$ cat config.mk
export PLATFORM = sky130hd
export DESIGN_NAME = salc_lookup
export DESIGN_NICKNAME = d
export VERILOG_FILES = /design/src/hw/rtl/salc_pkg.sv /design/src/hw/rtl/salc_lookup.sv
export SDC_FILE = /design/constraint.sdc
export NUM_CORES = 1
export LEC_CHECK = 0
export BUFFER_PORTS_ARGS = -buffer_cell sky130_fd_sc_hd__buf_2
export CORE_AREA = 5 5 447 449
export DETAILED_ROUTE_END_ITERATION = 16
export DIE_AREA = 0 0 452 454
export GPL_TIMING_DRIVEN = 0
export SYNTH_ARGS = -nofsm -noshare
export SYNTH_HDL_FRONTEND = slang
export SYNTH_SLANG_ARGS = --single-unit
$ cat constraint.sdc
create_clock -name vclk -period 40
set_input_delay 8 -clock vclk [all_inputs]
set_output_delay 8 -clock vclk [all_outputs]
set_load 0.01 [all_outputs]
$ cat src/hw/rtl/salc_pkg.sv
package salc_pkg;

  // defaults for the top level parameters
  localparam int DEF_MAX_SET_BITS = 8;
  localparam int DEF_MAX_WAYS     = 8;
  localparam int DEF_ADDR_BITS    = 64;

  // configuration port
  localparam int CFG_IDX_W  = 2;
  localparam int CFG_DATA_W = 5;

  localparam logic [CFG_IDX_W-1:0] CFG_SET_INDEX_BITS    = 2'd0;
  localparam logic [CFG_IDX_W-1:0] CFG_BLOCK_OFFSET_BITS = 2'd1;
  localparam logic [CFG_IDX_W-1:0] CFG_WAYS_IN_USE       = 2'd2;

  localparam logic [3:0] RST_SET_INDEX_BITS    = 4'd4;
  localparam logic [4:0] RST_BLOCK_OFFSET_BITS = 5'd4;
  localparam logic [3:0] RST_WAYS_IN_USE       = 4'd1;

  // access kinds
  localparam int REQ_W = 2;
  localparam logic [REQ_W-1:0] REQ_LOAD   = 2'd0;
  localparam logic [REQ_W-1:0] REQ_STORE  = 2'd1;
  localparam logic [REQ_W-1:0] REQ_MODIFY = 2'd2;

  localparam int IN_TDATA_W  = 64;
  localparam int CNT_W       = 32;
  localparam int OUT_BITS    = 3 + 3 * CNT_W;
  localparam int OUT_TDATA_W = ((OUT_BITS + 7) / 8) * 8;

  localparam logic [CNT_W-1:0] CNT_MAX = '1;

  typedef struct packed {
    logic hit;
    logic evict;
  } lookup_res_t;

  function automatic logic [CNT_W-1:0] sat_inc(input logic [CNT_W-1:0] x, input logic en);
    sat_inc = (en && x != CNT_MAX) ? x + 1'b1 : x;
  endfunction

endpackage

$ cat src/hw/rtl/salc_lookup.sv
module salc_lookup import salc_pkg::*; #(
  parameter int MAX_WAYS  = DEF_MAX_WAYS,
  parameter int ADDR_BITS = DEF_ADDR_BITS,
  parameter int RANK_W    = 3,
  parameter int WCNT_W    = 4
) (
  input  logic [MAX_WAYS-1:0]                valid_i,
  input  logic [MAX_WAYS-1:0][ADDR_BITS-1:0] tags_i,
  input  logic [MAX_WAYS-1:0][RANK_W-1:0]    ranks_i,
  input  logic [ADDR_BITS-1:0]               tag,
  input  logic [WCNT_W-1:0]                  nways,
  output logic [MAX_WAYS-1:0]                valid_o,
  output logic [MAX_WAYS-1:0][ADDR_BITS-1:0] tags_o,
  output logic [MAX_WAYS-1:0][RANK_W-1:0]    ranks_o,
  output lookup_res_t                        res
);

  localparam logic [RANK_W-1:0] RANK_MAX = RANK_W'(MAX_WAYS - 1);

  logic [MAX_WAYS-1:0] in_use;
  logic [MAX_WAYS-1:0] hit_vec;
  logic [MAX_WAYS-1:0] sel;
  logic [MAX_WAYS-1:0] free_sel;
  logic [MAX_WAYS-1:0] lru_sel;
  logic                hit;
  logic                have_free;
  logic                was_valid;
  logic [RANK_W-1:0]   old_age;
  logic [RANK_W-1:0]   best;
  logic                found;

  always_comb begin
    for (int k = 0; k < MAX_WAYS; k++) begin
      in_use[k]  = WCNT_W'(k) < nways;
      hit_vec[k] = in_use[k] && valid_i[k] && (tags_i[k] == tag);
    end
    hit       = |hit_vec;
    have_free = |(in_use & ~valid_i);

    // lowest matching way
    found = 1'b0;
    sel   = '0;
    for (int k = 0; k < MAX_WAYS; k++) begin
      if (hit_vec[k] && !found) begin
        sel[k] = 1'b1;
        found  = 1'b1;
      end
    end

    // highest free way
    free_sel = '0;
    for (int k = 0; k < MAX_WAYS; k++) begin
      if (in_use[k] && !valid_i[k]) begin
        free_sel    = '0;
        free_sel[k] = 1'b1;
      end
    end

    // oldest way, lowest index on a tie, way 0 when all ages are zero
    best    = '0;
    lru_sel = '0;
    lru_sel[0] = 1'b1;
    for (int k = 0; k < MAX_WAYS; k++) begin
      if (in_use[k] && ranks_i[k] > best) begin
        best       = ranks_i[k];
        lru_sel    = '0;
        lru_sel[k] = 1'b1;
      end
    end

    if (!hit) begin
      sel = have_free ? free_sel : lru_sel;
    end
    was_valid = hit || !have_free;

    old_age = '1;
    for (int k = 0; k < MAX_WAYS; k++) begin
      if (sel[k]) begin
        old_age = ranks_i[k];
      end
    end

    valid_o = valid_i;
    tags_o  = tags_i;
    ranks_o = ranks_i;
    for (int k = 0; k < MAX_WAYS; k++) begin
      if (sel[k]) begin
        ranks_o[k] = '0;
        if (!hit) begin
          valid_o[k] = 1'b1;
          tags_o[k]  = tag;
        end
      end else if (in_use[k] && valid_i[k] && ranks_i[k] != RANK_MAX &&
                   (!was_valid || ranks_i[k] < old_age)) begin
        ranks_o[k] = ranks_i[k] + 1'b1;
      end
    end

    res.hit   = hit;
    res.evict = !hit && !have_free;
  end

endmodule
==> results.toml <==
[placed_design]
place.gp.congestion = 1.04
placedCellCount = 5859
io_buffers = 1094
dp_hpwl_um = 275000

[cells_and_area]
final_layout_size_suffix_gt1_share_pct = 50.5
design.seq.count = 0
syn_to_final_growth_pct = 57.1
final_nets = 3954
fill_cells = 23100
seqCellArea_um2 = 0
clkbuf_count = 0
final_cells = 6052

[timing]
period_share_pct = 81.4
min_period_ns = 32.56
max_slew_margin_pct = -0.540
tns_ns = 0
setup_viol = 0
grt_setup_unrepaired = "false"
slew_viol_final = 11
timing.fmax_ghz = 0.0307
worst_slew_pin_slew_ns = 1.51
hold_viol_final = 0

[logic_synthesis]
netlist-cell-type-count = 82
yosys.area_share.adder_pct = 3.08
ys_warn_count = 0
ys_seq_area_share_pct = 0
syn_nets = 2848
synth.avg_cell_area_um2 = 7.47
synth_compound_gate_area_share_pct = 6.68
synth-simple-area-share_pct = 24.9
synthXorXnorAreaFrac_pct = 27.4
synthCells = 2198
synth_top_family_by_area = "multiplexers"
netlist_area_um2 = 16400
synth_mux_area_share_pct = 32.4

[global_route]
antenna_found_initial = 168
grt-ovfl-total = 0
grt_pass1_wl_um = 352000
grt_use_total_pct = 27.7
grt_start_max_net_pins = 11
grt_pass1_vias = 24100

[clocking]
cts-resized-gates = 0
post-cts-setup-buffers = 0
hold_buffers = 0

[worst_setup_path]
criticalPathCategory = "in -> out"
cp_top_family = "compound AO/OA/AOI/OAI gates"
arrival_ns = 24.56
worstPathBufferInverterCount = 3
cp-end-kind = "primary output"
startpoint_type = "primary input"
cpMaxStageDelayCell = "a21oi_1"
cp_max_fo = 10
cp.required_ns = 32.00
cp_slowest_stage_delay_ns = 0.74
cp_common_cell = "ha_1"

[power]
vdd.ir_drop.worst_mv = 0.00638
powerDensity_nw_per_um2 = 20.4
p_leak_nw = 10.5

[hold_path]
min_path_type = "in -> out"

[floorplan]
num_rows = 163
die_w_um = 452
die_y_um = 454
floorplan.initialDensity_pct = 8.39
io_pins = 1158
dieArea_um2 = 205000
core_um2 = 196000

[routing]
wl_per_cell_um = 49.9
vias = 26400
drtPass1Iterations = 5
drt-initial-drc-count = 3612
ant_nets = 0
drc_errors = 0
via_per_inst = 4.35
drt-total-wl_um = 302000

[outcome]
status = "finished, violations left"
violations = "max-capacitance violations, max-slew violations"

[flow_run]
cap_violations = 1
-- metrics by stage --
step                      cell area (µm²)  hold slack [ns]  total power [W]  utilization [%]  worst slack [ns]
after floorplan                     16400            16.11         0.000207                -             11.40
after global placement              25100            16.33         0.000515             12.8              7.52
after detailed placement            25300            16.34         0.000512             12.9              7.67
after CTS                           25300            16.34         0.000515             12.9              7.67
after global routing                25700            16.36         0.000536             13.1              6.81
final                               25800            16.34         0.000526             13.2              7.44
-- tightest hold or removal path: cells and delay by family --
family | cells | cell delay (ns)
buffers and inverters | 2 | 0.23
and+or+nand+nor | 2 | 0.11
-- report_power, final --
| group | total, W | switching [W] | internal [W] | leakage, nW |
|---|---|---|---|---|
| logic | 0.000526 | 0.000374 | 0.000152 | 10.5 |
| registers | 0 | 0 | 0 | 0 |
| clock network | 0.000000000560 | 0 | 0.000000000559 | 0.00122 |
| total | 0.000526 | 0.000374 | 0.000152 | 10.5 |
-- cells by family after synthesis --
group | count (synthesis)
and+or+nand+nor | 795
xor gates and xnor gates | 513
muxes | 476
buffers and inverters | 229
AOI/OAI and AO/OA | 144
adders and majority gates | 41
-- final cells by class --
cell class	count	area, µm²	area share (%)
Tap cell	2557	3200	12.4
Antenna cell	193	483	1.87
Timing Repair Buffer	1104	5610	21.7
Multi-Input combinational cell	1969	15500	60.2
Buffer	206	893	3.46
Inverter	23	87.6	0.339
-- placed cells by master (no fill, tap or decap), types with 5 or more instances in the layout --
cell type | netlist | routed
and4b_1 | 5 | 5
nand2_1 | 304 | 304
mux2_2 | 452 | 452
or3_1 | 9 | 9
inv_1 | 21 | 21
or4_1 | 16 | 16
clkbuf_2 | 1 | 52
and3_1 | 7 | 7
o211ai_1 | 5 | 5
o21ai_1 | 5 | 7
nand4_1 | 125 | 125
ha_1 | 38 | 38
a31oi_1 | 9 | 9
nor3_1 | 30 | 29
nand4b_1 | 7 | 7
diode_2 | 0 | 193
clkbuf_1 | 178 | 127
and2_1 | 9 | 9
a21oi_1 | 25 | 24
nor2_1 | 77 | 77
mux2i_1 | 24 | 24
buf_6 | 3 | 5
or2_2 | 9 | 9
buf_4 | 3 | 5
nand3_1 | 29 | 29
o21a_1 | 6 | 6
xnor2_1 | 257 | 257
nand2b_1 | 11 | 11
nor4b_1 | 9 | 8
o21ai_0 | 30 | 28
a211oi_1 | 5 | 5
o31ai_4 | 5 | 5
nor2b_1 | 6 | 6
nand3b_1 | 5 | 5
xor2_1 | 256 | 256
nor4_1 | 117 | 116
buf_2 | 14 | 1111
-- per-layer routing --
metal,GRT usage [%],part of all wire (%)
met1,31.0,36
met2,43.7,44
met3,12.5,12
met4,15.5,7.0
met5,0,0.12
-- cell usage after synthesis, types with 11 or more instances --
library cell  instances  area share [%]
nor2_1               77             1.8
nor3_1               30            0.91
nand2b_1             11            0.42
nor4_1              117             4.5
inv_1                21            0.48
nand4_1             125             4.8
ha_1                 38             2.9
or4_1                16            0.73
mux2i_1              24             1.5
nand2_1             304             6.9
xnor2_1             257              14
nand3_1              29            0.88
o21ai_0              30            0.91
mux2_2              452              31
clkbuf_1            178             4.1
buf_2                14            0.43
xor2_1              256              14
a21oi_1              25            0.76
-- path summary, 6_finish.rpt --
| kind | from | endpoint | slack [ns] | cells after the start |
|---|---|---|---|---|
| worst min-delay path | tags_i[252] | tags_o[252] | 16.34 | 4 |
| worst max-delay path | nways[0] | ranks_o[22] | 7.44 | 61 |
(Power assumes the default switching activity.)
